--- src/design/qpt_pkg.sv ---
// Shared types, codes and the quadrature step table for the position tracker.
// No dependencies; every other design file imports this package.
package qpt_pkg;

  localparam int unsigned PositionWidthDefault = 32;
  localparam int unsigned TicksWidth = 20;
  localparam int unsigned OutPosWidth = 32;
  localparam int unsigned TickCountWidth = 32;

  localparam logic [TicksWidth-1:0] TicksPerRevReset = TicksWidth'(4096);

  // Event kinds carried in s_axis_tuser.
  localparam logic [1:0] CmdEdge  = 2'd0;
  localparam logic [1:0] CmdIndex = 2'd1;
  localparam logic [1:0] CmdQuad  = 2'd2;

  // Configuration register indexes.
  localparam logic CfgTicksPerRev = 1'b0;
  localparam logic CfgIndexMode   = 1'b1;

  localparam logic signed [1:0] DirBack = -2'sd1;
  localparam logic signed [1:0] DirNone = 2'sd0;
  localparam logic signed [1:0] DirFwd  = 2'sd1;

  typedef struct packed {
    logic [TicksWidth-1:0] rev_counts;
    logic                  index_mode;
  } cfg_t;

  // Step for the transition {previous pins, current pins}.
  function automatic logic signed [1:0] step_lookup(input logic [3:0] idx);
    logic signed [1:0] dir;
    case (idx)
      4'd1, 4'd7, 4'd8, 4'd14: dir = DirBack;
      4'd2, 4'd4, 4'd11, 4'd13: dir = DirFwd;
      default: dir = DirNone;
    endcase
    return dir;
  endfunction

endpackage

--- src/design/qpt_update.sv ---
// Next-state logic of the position tracker: one event applied to the held state.
// Depends on qpt_pkg for the event codes, the configuration struct and the step table.
module qpt_update #(
  parameter int unsigned POSITION_WIDTH = qpt_pkg::PositionWidthDefault
) (
  input  logic [1:0]                       cmd_i,
  input  logic [1:0]                       pins_i,
  input  qpt_pkg::cfg_t                    cfg_i,
  input  logic [1:0]                       prev_pins_i,
  input  logic [POSITION_WIDTH-1:0]        pos_i,
  input  logic signed [1:0]                dir_i,
  input  logic [qpt_pkg::TickCountWidth-1:0] ticks_i,
  output logic [1:0]                       prev_pins_o,
  output logic [POSITION_WIDTH-1:0]        pos_o,
  output logic signed [1:0]                dir_o,
  output logic [qpt_pkg::TickCountWidth-1:0] ticks_o
);
  import qpt_pkg::*;

  localparam int unsigned CmpWidth = (POSITION_WIDTH > TicksWidth) ? POSITION_WIDTH : TicksWidth;
  localparam logic [POSITION_WIDTH-1:0] PosOne = POSITION_WIDTH'(1);

  // A negative position is never above the bound.
  function automatic logic above_bound(input logic [POSITION_WIDTH-1:0] p,
                                       input logic [TicksWidth-1:0] bound);
    return !p[POSITION_WIDTH-1] && (CmpWidth'(p) > CmpWidth'(bound));
  endfunction

  logic [POSITION_WIDTH-1:0] pos_inc;
  logic [POSITION_WIDTH-1:0] pos_dec;
  logic [POSITION_WIDTH-1:0] pos_step;
  logic signed [1:0]         quad_dir;

  assign pos_inc  = pos_i + PosOne;
  assign pos_dec  = pos_i - PosOne;
  assign quad_dir = step_lookup({prev_pins_i, pins_i});

  always_comb begin
    if (quad_dir == DirFwd) begin
      pos_step = pos_inc;
    end else if (quad_dir == DirBack) begin
      pos_step = pos_dec;
    end else begin
      pos_step = pos_i;
    end
  end

  always_comb begin
    prev_pins_o = prev_pins_i;
    pos_o       = pos_i;
    dir_o       = dir_i;
    ticks_o     = ticks_i;
    unique case (cmd_i)
      CmdEdge: begin
        pos_o = above_bound(pos_inc, cfg_i.rev_counts) ? PosOne : pos_inc;
      end
      CmdIndex: begin
        pos_o   = PosOne;
        ticks_o = ticks_i + 1'b1;
      end
      CmdQuad: begin
        prev_pins_o = pins_i;
        dir_o       = quad_dir;
        pos_o       = pos_step;
        if (!cfg_i.index_mode) begin
          if (pos_step == '0) begin
            pos_o = POSITION_WIDTH'(cfg_i.rev_counts);
          end else if (above_bound(pos_step, cfg_i.rev_counts)) begin
            pos_o = PosOne;
          end
          ticks_o = ticks_i + 1'b1;
        end
      end
      default: begin
        // The unused code leaves the state as it is.
      end
    endcase
  end

endmodule

--- src/design/quadrature_position_tracker.sv ---
// Top level of the spindle position tracker: input stage, state, result register.
// Depends on qpt_pkg and instantiates qpt_update.
//
//   Channel   Direction  tdata                                   tuser
//   s_axis    in         [1:0] quad_pins                         [1:0] cmd
//   m_axis    out        [31:0] position, [33:32] direction,     none
//                        [65:34] tick_count
//   cfg       in         write enable, index, 20-bit data        none
//
// One item per cycle is sustained unless the result stalls; a stalled result holds in the
// result register while the input stage keeps one more item. Each item passes the input
// stage, then the result register. The rate is set by the state update, one add and two
// compares between the two. Reset clears the state and loads the register defaults.
module quadrature_position_tracker #(
  parameter int unsigned POSITION_WIDTH = qpt_pkg::PositionWidthDefault
) (
  input  logic                            clk_i,
  input  logic                            rst_ni,
  input  logic                            s_axis_tvalid,
  output logic                            s_axis_tready,
  input  logic [7:0]                      s_axis_tdata,  // [1:0] quad_pins
  input  logic [1:0]                      s_axis_tuser,  // [1:0] cmd
  output logic                            m_axis_tvalid,
  input  logic                            m_axis_tready,
  output logic [71:0]                     m_axis_tdata,  // position, direction, tick_count
  input  logic                            cfg_we_i,
  input  logic                            cfg_index_i,
  input  logic [qpt_pkg::TicksWidth-1:0]  cfg_data_i
);
  import qpt_pkg::*;

  cfg_t cfg_q;

  logic       in_valid_q;
  logic [1:0] in_cmd_q;
  logic [1:0] in_pins_q;
  logic       advance;

  logic [1:0]                prev_pins_q, prev_pins_d;
  logic [POSITION_WIDTH-1:0] pos_q, pos_d;
  logic signed [1:0]         dir_q, dir_d;
  logic [TickCountWidth-1:0] ticks_q, ticks_d;

  logic                      out_valid_q;
  logic [OutPosWidth-1:0]    out_pos_q, out_pos_d;

  assign advance       = in_valid_q && (!out_valid_q || m_axis_tready);
  assign s_axis_tready = !in_valid_q || advance;

  always_ff @(posedge clk_i or negedge rst_ni) begin
    if (!rst_ni) begin
      cfg_q.rev_counts <= TicksPerRevReset;
      cfg_q.index_mode <= 1'b0;
    end else if (cfg_we_i) begin
      unique case (cfg_index_i)
        CfgTicksPerRev: cfg_q.rev_counts <= cfg_data_i;
        CfgIndexMode:   cfg_q.index_mode <= cfg_data_i[0];
        default: ;
      endcase
    end
  end

  always_ff @(posedge clk_i or negedge rst_ni) begin
    if (!rst_ni) begin
      in_valid_q <= 1'b0;
    end else if (s_axis_tready) begin
      in_valid_q <= s_axis_tvalid;
    end
  end

  always_ff @(posedge clk_i) begin
    if (s_axis_tready && s_axis_tvalid) begin
      in_cmd_q  <= s_axis_tuser;
      in_pins_q <= s_axis_tdata[1:0];
    end
  end

  qpt_update #(
    .POSITION_WIDTH(POSITION_WIDTH)
  ) u_update (
    .cmd_i       (in_cmd_q),
    .pins_i      (in_pins_q),
    .cfg_i       (cfg_q),
    .prev_pins_i (prev_pins_q),
    .pos_i       (pos_q),
    .dir_i       (dir_q),
    .ticks_i     (ticks_q),
    .prev_pins_o (prev_pins_d),
    .pos_o       (pos_d),
    .dir_o       (dir_d),
    .ticks_o     (ticks_d)
  );

  // The reported position is the register sign-extended or cut to 32 bits.
  if (POSITION_WIDTH >= OutPosWidth) begin : g_pos_cut
    assign out_pos_d = pos_d[OutPosWidth-1:0];
  end else begin : g_pos_ext
    assign out_pos_d = {{(OutPosWidth-POSITION_WIDTH){pos_d[POSITION_WIDTH-1]}}, pos_d};
  end

  always_ff @(posedge clk_i or negedge rst_ni) begin
    if (!rst_ni) begin
      prev_pins_q <= '0;
      pos_q       <= '0;
      dir_q       <= DirNone;
      ticks_q     <= '0;
      out_valid_q <= 1'b0;
    end else if (advance) begin
      prev_pins_q <= prev_pins_d;
      pos_q       <= pos_d;
      dir_q       <= dir_d;
      ticks_q     <= ticks_d;
      out_valid_q <= 1'b1;
    end else if (m_axis_tready) begin
      out_valid_q <= 1'b0;
    end
  end

  always_ff @(posedge clk_i) begin
    if (advance) begin
      out_pos_q <= out_pos_d;
    end
  end

  assign m_axis_tvalid = out_valid_q;
  assign m_axis_tdata  = {6'b0, ticks_q, dir_q, out_pos_q};

endmodule
--- config.mk ---
export PLATFORM = sky130hd
export DESIGN_NAME = quadrature_position_tracker
export DESIGN_NICKNAME = d
export VERILOG_FILES = /design/src/design/qpt_pkg.sv /design/src/design/qpt_update.sv /design/src/design/quadrature_position_tracker.sv
export SDC_FILE = /design/constraint.sdc
export NUM_CORES = 1
export LEC_CHECK = 0
export BUFFER_PORTS_ARGS = -buffer_cell sky130_fd_sc_hd__buf_2
export CAP_MARGIN = 5
export CORE_MARGIN = 4
export CORE_UTILIZATION = 40
export DETAILED_ROUTE_END_ITERATION = 12
export HOLD_SLACK_MARGIN = 0.15
export SYNTH_ARGS = -nofsm -noshare
export SYNTH_HDL_FRONTEND = slang
export SYNTH_SLANG_ARGS = --single-unit
--- constraint.sdc ---
create_clock -name clk_i -period 4 [get_ports clk_i]
set_input_delay 0.4 -clock clk_i [delete_from_list [all_inputs] [get_ports clk_i]]
set_output_delay 0.4 -clock clk_i [all_outputs]
set_load 0.005 [all_outputs]
# Word-level counts from Yosys, hierarchy flattened
# Memories as Yosys holds them, arrays and structs flattened.
# Index checks and enable logic that the tools add are counted.
[classes]
n_lt_le_gt_ge = 2
add_sub_neg = 3
n_eq_ne = 5
bitwise_logic = 1
n_mux = 11
reduce_logical = 18
[ops]
columns = ["cell", "n"]
rows = [
  ["32-bit two-way mux", 7],
  ["32-bit one-hot mux with 3 select lines", 1],
  ["32-bit by 1-bit adder with 32-bit output (second input constant)", 2],
  ["32-bit by 20-bit greater-than comparator with 1-bit output", 2],
  ["32-bit one-hot mux with 2 select lines", 1],
  ["32-bit zero test", 1],
  ["32-bit by 1-bit subtractor with 32-bit output (second input constant)", 1],
  ["2-bit AND reduction", 3],
  ["2-bit by 1-bit == test with 1-bit output (second input constant)", 2],
  ["2-bit == test (second input constant)", 2],
  ["1-bit logical AND", 4],
  ["1-bit zero test", 4],
  ["2-bit nonzero test", 2],
  ["3-bit AND reduction", 1],
  ["2-bit zero test", 1],
  ["1-bit logical OR", 2],
  ["1-bit two-way mux", 2],
  ["2-bit != test (second input constant)", 1],
  ["1-bit NOT", 1],
]
[word_totals]
wordCells = 52
mem_count = 1
regBits = 127
romBits = 32
[memory_table]
columns = ["memory", "depth", "word_bits", "rd", "rd_ports_with_merged_regs", "wr", "line", "source"]
rows = [
  ["(no name shown)", 16, 2, 1, 0, 0, "qpt_pkg.sv:33", "case (idx)"],
]

# Longest topological paths before layout
# An unclocked memory read counts as a cell.
[depth]
ltp_word = 10
ltp_mapped = 21
mapped_depth_nobuf = 18

# Cells and area by module
# A second synthesis with hierarchy kept.
[unflattened]
cells_unflattened = 1081
hier_area_um2 = 9968.3
[modules_own_cells]
columns = ["mod", "n_inst", "seq_area_each_um2", "cells_per_inst", "area_each_um2"]
rows = [
  ["qpt_update", 1, 0.0, 840, 5401.4],
  ["quadrature_position_tracker", 1, 3359.5, 241, 4566.9],
]

# Least setup slack after synthesis
# No wires, ideal clock.
[synth_path]
path_type = "reg-to-reg"
start = "register in_pins_q[0]"
end = "register out_pos_q[29] (data pin)"
path_stages_with_launch = 21
required_ns = 3.848
period_less_slack_ns = 4.386
slack_ns = -0.386
arrival_ns = 4.234
cell_sequence = "edfxtp_1 -> inv_1 -> ha_1 -> mux4_2 -> buf_6 -> buf_2 -> or3_1 -> a21oi_1 -> xnor2_1 -> ha_1 -> nand4_1 -> or2_2 -> nor4_1 -> a21o_1 -> a41oi_1 -> nor2_1 -> a31oi_4 -> buf_6 -> a2111oi_0 -> a211oi_1 -> a31oi_1"
[synth_between]
elab_chain_len = 10
word_cells_on_any_way = 13
classes_between = "order compare (1); eq/ne (2); mux (6); reduce/logical (3); memory (1)"
[synth_rtl]
columns = ["item", "line", "source"]
rows = [
  ["from (decl)", "quadrature_position_tracker.sv:36", "logic [1:0] in_pins_q;"],
  ["from (signal assigned)", "quadrature_position_tracker.sv:74", "in_pins_q <= s_axis_tdata[1:0];"],
  ["memory 16 x 2 bit *", "--", ""],
  ["2-bit by 1-bit == test with 1-bit output", "qpt_update.sv:41", "end else if (quad_dir == DirBack) begin"],
  ["32-bit two-way mux", "qpt_update.sv:41", ""],
  ["32-bit two-way mux *", "qpt_update.sv:39", "if (quad_dir == DirFwd) begin"],
  ["32-bit by 20-bit greater-than comparator with 1-bit output / 1-bit zero test (equally long branches)", "qpt_update.sv:26", "return !p[POSITION_WIDTH-1] && (CmpWidth'(p) > CmpWidth'(bound));"],
  ["1-bit logical AND", "qpt_update.sv:26", ""],
  ["32-bit two-way mux", "qpt_update.sv:68", "end else if (above_bound(pos_step, cfg_i.rev_counts)) begin"],
  ["32-bit two-way mux", "qpt_update.sv:66", "if (pos_step == '0) begin"],
  ["32-bit two-way mux *", "qpt_update.sv:65", "if (!cfg_i.index_mode) begin"],
  ["32-bit one-hot mux with 3 select lines *", "qpt_update.sv:53", "unique case (cmd_i)"],
  ["net out_pos_d[29]", "quadrature_position_tracker.sv:45", "logic [OutPosWidth-1:0] out_pos_q, out_pos_d;"],
  ["to (signal assigned)", "quadrature_position_tracker.sv:121", "out_pos_q <= out_pos_d;"],
  ["to (decl)", "quadrature_position_tracker.sv:45", ""],
]
# The timed path passes the listed nets; every way through them passes the cells marked *.
# A chain may end at the register's enable or synchronous reset.

# Worst setup path after layout
[layout_path]
start = "register in_pins_q[0]"
end = "register pos_q[0]"
[layout_between]
elab_chain_len = 10
word_cells_on_any_way = 13
classes_between = "order compare (1); eq/ne (2); mux (6); reduce/logical (3); memory (1)"
[layout_rtl]
columns = ["item", "line", "source"]
rows = [
  ["memory 16 x 2 bit *", "--", ""],
  ["2-bit by 1-bit == test with 1-bit output", "qpt_update.sv:41", ""],
  ["32-bit two-way mux", "qpt_update.sv:41", ""],
  ["32-bit two-way mux *", "qpt_update.sv:39", ""],
  ["32-bit by 20-bit greater-than comparator with 1-bit output / 1-bit zero test (equally long branches)", "qpt_update.sv:26", ""],
  ["1-bit logical AND", "qpt_update.sv:26", ""],
  ["32-bit two-way mux", "qpt_update.sv:68", ""],
  ["32-bit two-way mux", "qpt_update.sv:66", ""],
  ["32-bit two-way mux *", "qpt_update.sv:65", ""],
  ["32-bit one-hot mux with 3 select lines *", "qpt_update.sv:53", ""],
  ["net out_pos_d[0]", "quadrature_position_tracker.sv:45", ""],
  ["to (signal assigned)", "quadrature_position_tracker.sv:110", "pos_q <= pos_d;"],
  ["to (decl)", "quadrature_position_tracker.sv:40", "logic [POSITION_WIDTH-1:0] pos_q, pos_d;"],
]
# Marked as above.

==> key figures <==
CTS
  • Number of H-tree levels: 4
  • Maximum number of buffers from clock root to sink: 2
  • TritonCTS clock tree: done
  • Clk sinks: 127
  • TritonCTS Buffers: 17
  • Clock latency of the later-clocked register in the worst-skew pair: 0.44 ns
  • Reg clk slew, reported paths: 0.06 ns
  • CTS root buf: sky130_fd_sc_hd__clkbuf_16

Die
  • Initial core utilization: 41.02%
  • Core area: 23610 um^2
  • Total number of placement rows: 56
  • Die width: 163.6 um
  • Ports placed on the boundary: 110
  • Die H: 163.6 um
  • Die Footprint: 26770 um^2

Setup path
  • Category of the worst setup path capture point: flip-flop
  • Length in cells of the worst reg-to-reg path: 21
  • Worst path slowest cell: sky130_fd_sc_hd__mux4_2
  • Arrival time worst endpoint: 4.91 ns
  • Startpoint of the most critical register-to-register path: in_pins_q[0]$_DFFE_PP_
  • Beginning of the critical path: in_pins_q[0]$_DFFE_PP_
  • CP Buf/Inv Count: 5
  • Cell Chain, Critical Path: inv_2, ha_2, mux4_2, buf_12, buf_16, or2_4, o32ai_2, xnor2_1, ha_1, nand4_1, or2_4, nor4_4, a21o_1, a41oi_2, nor2_2, a31oi_4, buf_12, buf_8, a2111oi_4, o221ai_2, mux2_4
  • Start-to-end type of the worst setup path: reg2reg
  • Number of stages on the worst setup path: 21
  • Max Fanout on Critical Path: 6
  • Category of the worst setup path launch point: flip-flop
  • Required @ worst endpoint: 4.32 ns
  • Largest stage delay on the critical path: 0.54 ns
  • Family of cells with the greatest summed delay on the critical path: simple AND/OR/NAND/NOR gates

Detailed routing
  • First-pass iteration count of the detailed router: 5
  • Vias: 10660
  • Number of nets still failing antenna checks after routing: 0
  • Avg WL per Cell: 23.18 um
  • Post-route DRC: 0
  • Initial detailed-routing violation count: 1149
  • Sum of routed wire length over all layers: 41190 um
  • Via-per-instance ratio: 5.997

Placed design
  • Estimated wirelength of the detail-placed design: 30460 um
  • Port Buffers: 97
  • Worst Setup Slack post-DPL: -0.7722 ns
  • RePlAce Congestion: 1.061

Logic synthesis
  • Sequential-to-total area share from yosys stat: 34.69%
  • Leading register cell type out of synthesis: sky130_fd_sc_hd__dfrtp_1
  • Yosys reg bits: 127
  • Cell types occupying the most area after synthesis: sky130_fd_sc_hd__dfrtp_1, sky130_fd_sc_hd__edfxtp_1, sky130_fd_sc_hd__ha_1
  • Average footprint of a synthesized cell: 8.741 um^2
  • Post-synth EDFFs: 36
  • Share of async-settable or async-resettable flops after synthesis: 71.65%
  • Synth cell types: 93
  • Synthesized cell area: 9686 um^2
  • Top-area cell type share of the netlist area: 23.25%
  • Synth warn: 0
  • Count of mapped cells out of synthesis: 1108
  • Area leader, netlist: sky130_fd_sc_hd__dfrtp_1

Layout
  • Final antenna diode count: 0
  • Fraction of final layout cells with drive strength greater than 1: 40.95%
  • Core utilization of the finished layout: 60.00%
  • Multi-input gate area: 6603 um^2
  • Area taken by flip-flops and latches: 3366 um^2
  • Layout overhead on the synthesized area: 46.29%
  • Final-layout fill cell count: 2124
  • Number of nets in the layout: 1528

GRT
  • Initial antenna violation count: 0
  • Largest net degree at the start of global routing: 72
  • First-pass GRT wire length: 62400 um
  • Via count of the first global-routing pass: 10510
  • Global-route usage over all layers: 30.70%
  • Met1 Use GR: 41.19%
  • Met2 Use GR: 49.15%
  • Global route hottest layer: met2
  • Grt total ovfl: 0
  • Global routing met3 resource utilization: 4.769%

STA
  • Count of final setup violators: 62
  • Pins Over Slew Limit: 0
  • Unrepaired setup endpoints after global routing: true
  • Maximum frequency from static timing analysis: 0.2181 GHz
  • Share of the cycle needed by the critical path after routing: 114.6%
  • Final worst path period need: 4.586 ns
  • Worst Slack Setup Final: -0.5859 ns
  • Largest clock skew in the final design: 0.01140 ns
  • Final hold violations: 0
  • Worst slew pin tran: 1.237 ns
  • Relative slew slack: 17.20%
  • Setup TNS after final layout: -28.51 ns

Power
  • IR drop worst, VDD: 0.0003722 V
  • Leakage power figure: 0.006296 uW
  • Power density normalized to cell area: 521.1 nW/um^2

Run status
  • Outcome: finished with violations
  • Violations in the final reports: negative setup slack

Run
  • Max-Cap Viols: 0

Hold path
  • Path category of the worst min-delay check: in2async
[sequential cells by signal, summed over array words and instances, names as in the netlist, 2 cells and up]
name,count
out_pos_q,32
pos_q,32
ticks_q,32
cfg_q,21
dir_q,2
in_cmd_q,2
in_pins_q,2
prev_pins_q,2
[cells in the final DEF (no fill, tap or decap), types with 7 or more instances in the layout]
cell type	count
sky130_fd_sc_hd__buf_4	256
sky130_fd_sc_hd__nand2_1	101
sky130_fd_sc_hd__buf_2	96
sky130_fd_sc_hd__dfrtp_1	85
sky130_fd_sc_hd__o21ai_0	71
sky130_fd_sc_hd__nor2_1	63
sky130_fd_sc_hd__inv_1	46
sky130_fd_sc_hd__xnor2_1	45
sky130_fd_sc_hd__nand4_1	40
sky130_fd_sc_hd__edfxtp_1	36
sky130_fd_sc_hd__ha_1	33
sky130_fd_sc_hd__nand3_1	30
sky130_fd_sc_hd__a21oi_1	28
sky130_fd_sc_hd__nor3_1	24
sky130_fd_sc_hd__xor2_1	22
sky130_fd_sc_hd__a21o_1	21
sky130_fd_sc_hd__buf_6	21
sky130_fd_sc_hd__a21oi_2	19
sky130_fd_sc_hd__clkbuf_16	19
sky130_fd_sc_hd__and4_1	18
sky130_fd_sc_hd__and3_1	15
sky130_fd_sc_hd__a22oi_1	15
sky130_fd_sc_hd__nor4_1	14
sky130_fd_sc_hd__o221ai_2	13
sky130_fd_sc_hd__and2_1	12
sky130_fd_sc_hd__or3_1	11
sky130_fd_sc_hd__o21ai_1	11
sky130_fd_sc_hd__or4_1	10
sky130_fd_sc_hd__o21ai_2	10
sky130_fd_sc_hd__o22ai_1	9
sky130_fd_sc_hd__ha_4	9
sky130_fd_sc_hd__a221o_1	8
sky130_fd_sc_hd__nor2b_1	8
sky130_fd_sc_hd__buf_12	8
sky130_fd_sc_hd__nor2_2	7
[cell type report]
class	instances	area share, %
multi-input combinational	852	46.60
sequential	127	23.75
timing repair buffer	392	21.13
clock inverter	11	0.6535
inverter	55	1.492
clock buffer	21	3.550
tap	319	2.817
[what timing repair did]
action                     4_1_cts  5_1_grt
hold buffers                     4        0
hold endpoints to repair         4        0
gates resized for setup        143       31
setup endpoints to repair       62       62
gates cloned                     4        0
pin swaps                       79       32
buffers inserted                42        6
[cell families after synthesis]
family | count (synthesis) | synth area share (%)
AO/OA/AOI/OAI | 296 | 21.24
XOR/XNOR | 79 | 7.454
adder cells (fa/ha/maj) | 47 | 6.072
buffers and inverters | 134 | 6.097
flip-flops | 127 | 34.69
multiplexers | 9 | 1.111
other | 1 | 0.03872
AND/OR/NAND/NOR | 415 | 23.30
[routing by layer]
metal | part of all wire, % | vias to the layer above
met5 | 0 | -
met4 | 4.8 | 0
met3 | 8.2 | 115
met2 | 46 | 514
met1 | 41 | 5234
li1 | - | 4793
[final timing paths]
| kind | end | slack (ns) |
|---|---|---|
| max | pos_q[0]$_DFFE_PN0P_ | -0.59 |
| min | pos_q[23]$_DFFE_PN0P_ | 0.12 |
| max reg2reg | pos_q[0]$_DFFE_PN0P_ | -0.59 |
| min reg2reg | ticks_q[31]$_DFFE_PN0P_ | 0.47 |
| max in group asynchronous | pos_q[0]$_DFFE_PN0P_ | 2.95 |
| min in group clk_i | cfg_q[8]$_DFFE_PN0P_ | 0.16 |
[cells in the mapped netlist, types with 13 or more instances]
master	number
sky130_fd_sc_hd__nand3_1	33
sky130_fd_sc_hd__inv_1	54
sky130_fd_sc_hd__nand4_1	40
sky130_fd_sc_hd__o221ai_1	13
sky130_fd_sc_hd__dfrtp_1	90
sky130_fd_sc_hd__edfxtp_1	36
sky130_fd_sc_hd__clkbuf_1	44
sky130_fd_sc_hd__xnor2_1	51
sky130_fd_sc_hd__and2_1	13
sky130_fd_sc_hd__o21ai_0	80
sky130_fd_sc_hd__nor4_1	18
sky130_fd_sc_hd__nor2_1	72
sky130_fd_sc_hd__a21oi_1	49
sky130_fd_sc_hd__a21o_1	22
sky130_fd_sc_hd__and4_1	18
sky130_fd_sc_hd__ha_1	47
sky130_fd_sc_hd__nor3_1	28
sky130_fd_sc_hd__nand2_1	108
sky130_fd_sc_hd__buf_2	19
sky130_fd_sc_hd__a22oi_1	17
sky130_fd_sc_hd__and3_1	16
sky130_fd_sc_hd__xor2_1	26
[power breakdown]
part	switching [uW]	total, uW	internal, uW
logic	2190	4080	1890
clock network	688	1600	915
registers	177	1700	1530
[stage by stage]
stage | cells | instance area [um^2] | power, uW | hold slack [ns]
2_1_floorplan | 1113 | 9848 | 3504 | 0.1044
3_3_place_gp | 1691 | 12230 | 5159 | 0.4536
3_5_place_dp | 1691 | 12230 | 5154 | 0.4589
4_1_cts | 1771 | 13980 | 7227 | 0.1644
5_1_grt | 1777 | 14170 | 7726 | 0.1813
6_report | 1777 | 14170 | 7384 | 0.1207
Power figures use the tool's default switching activity.
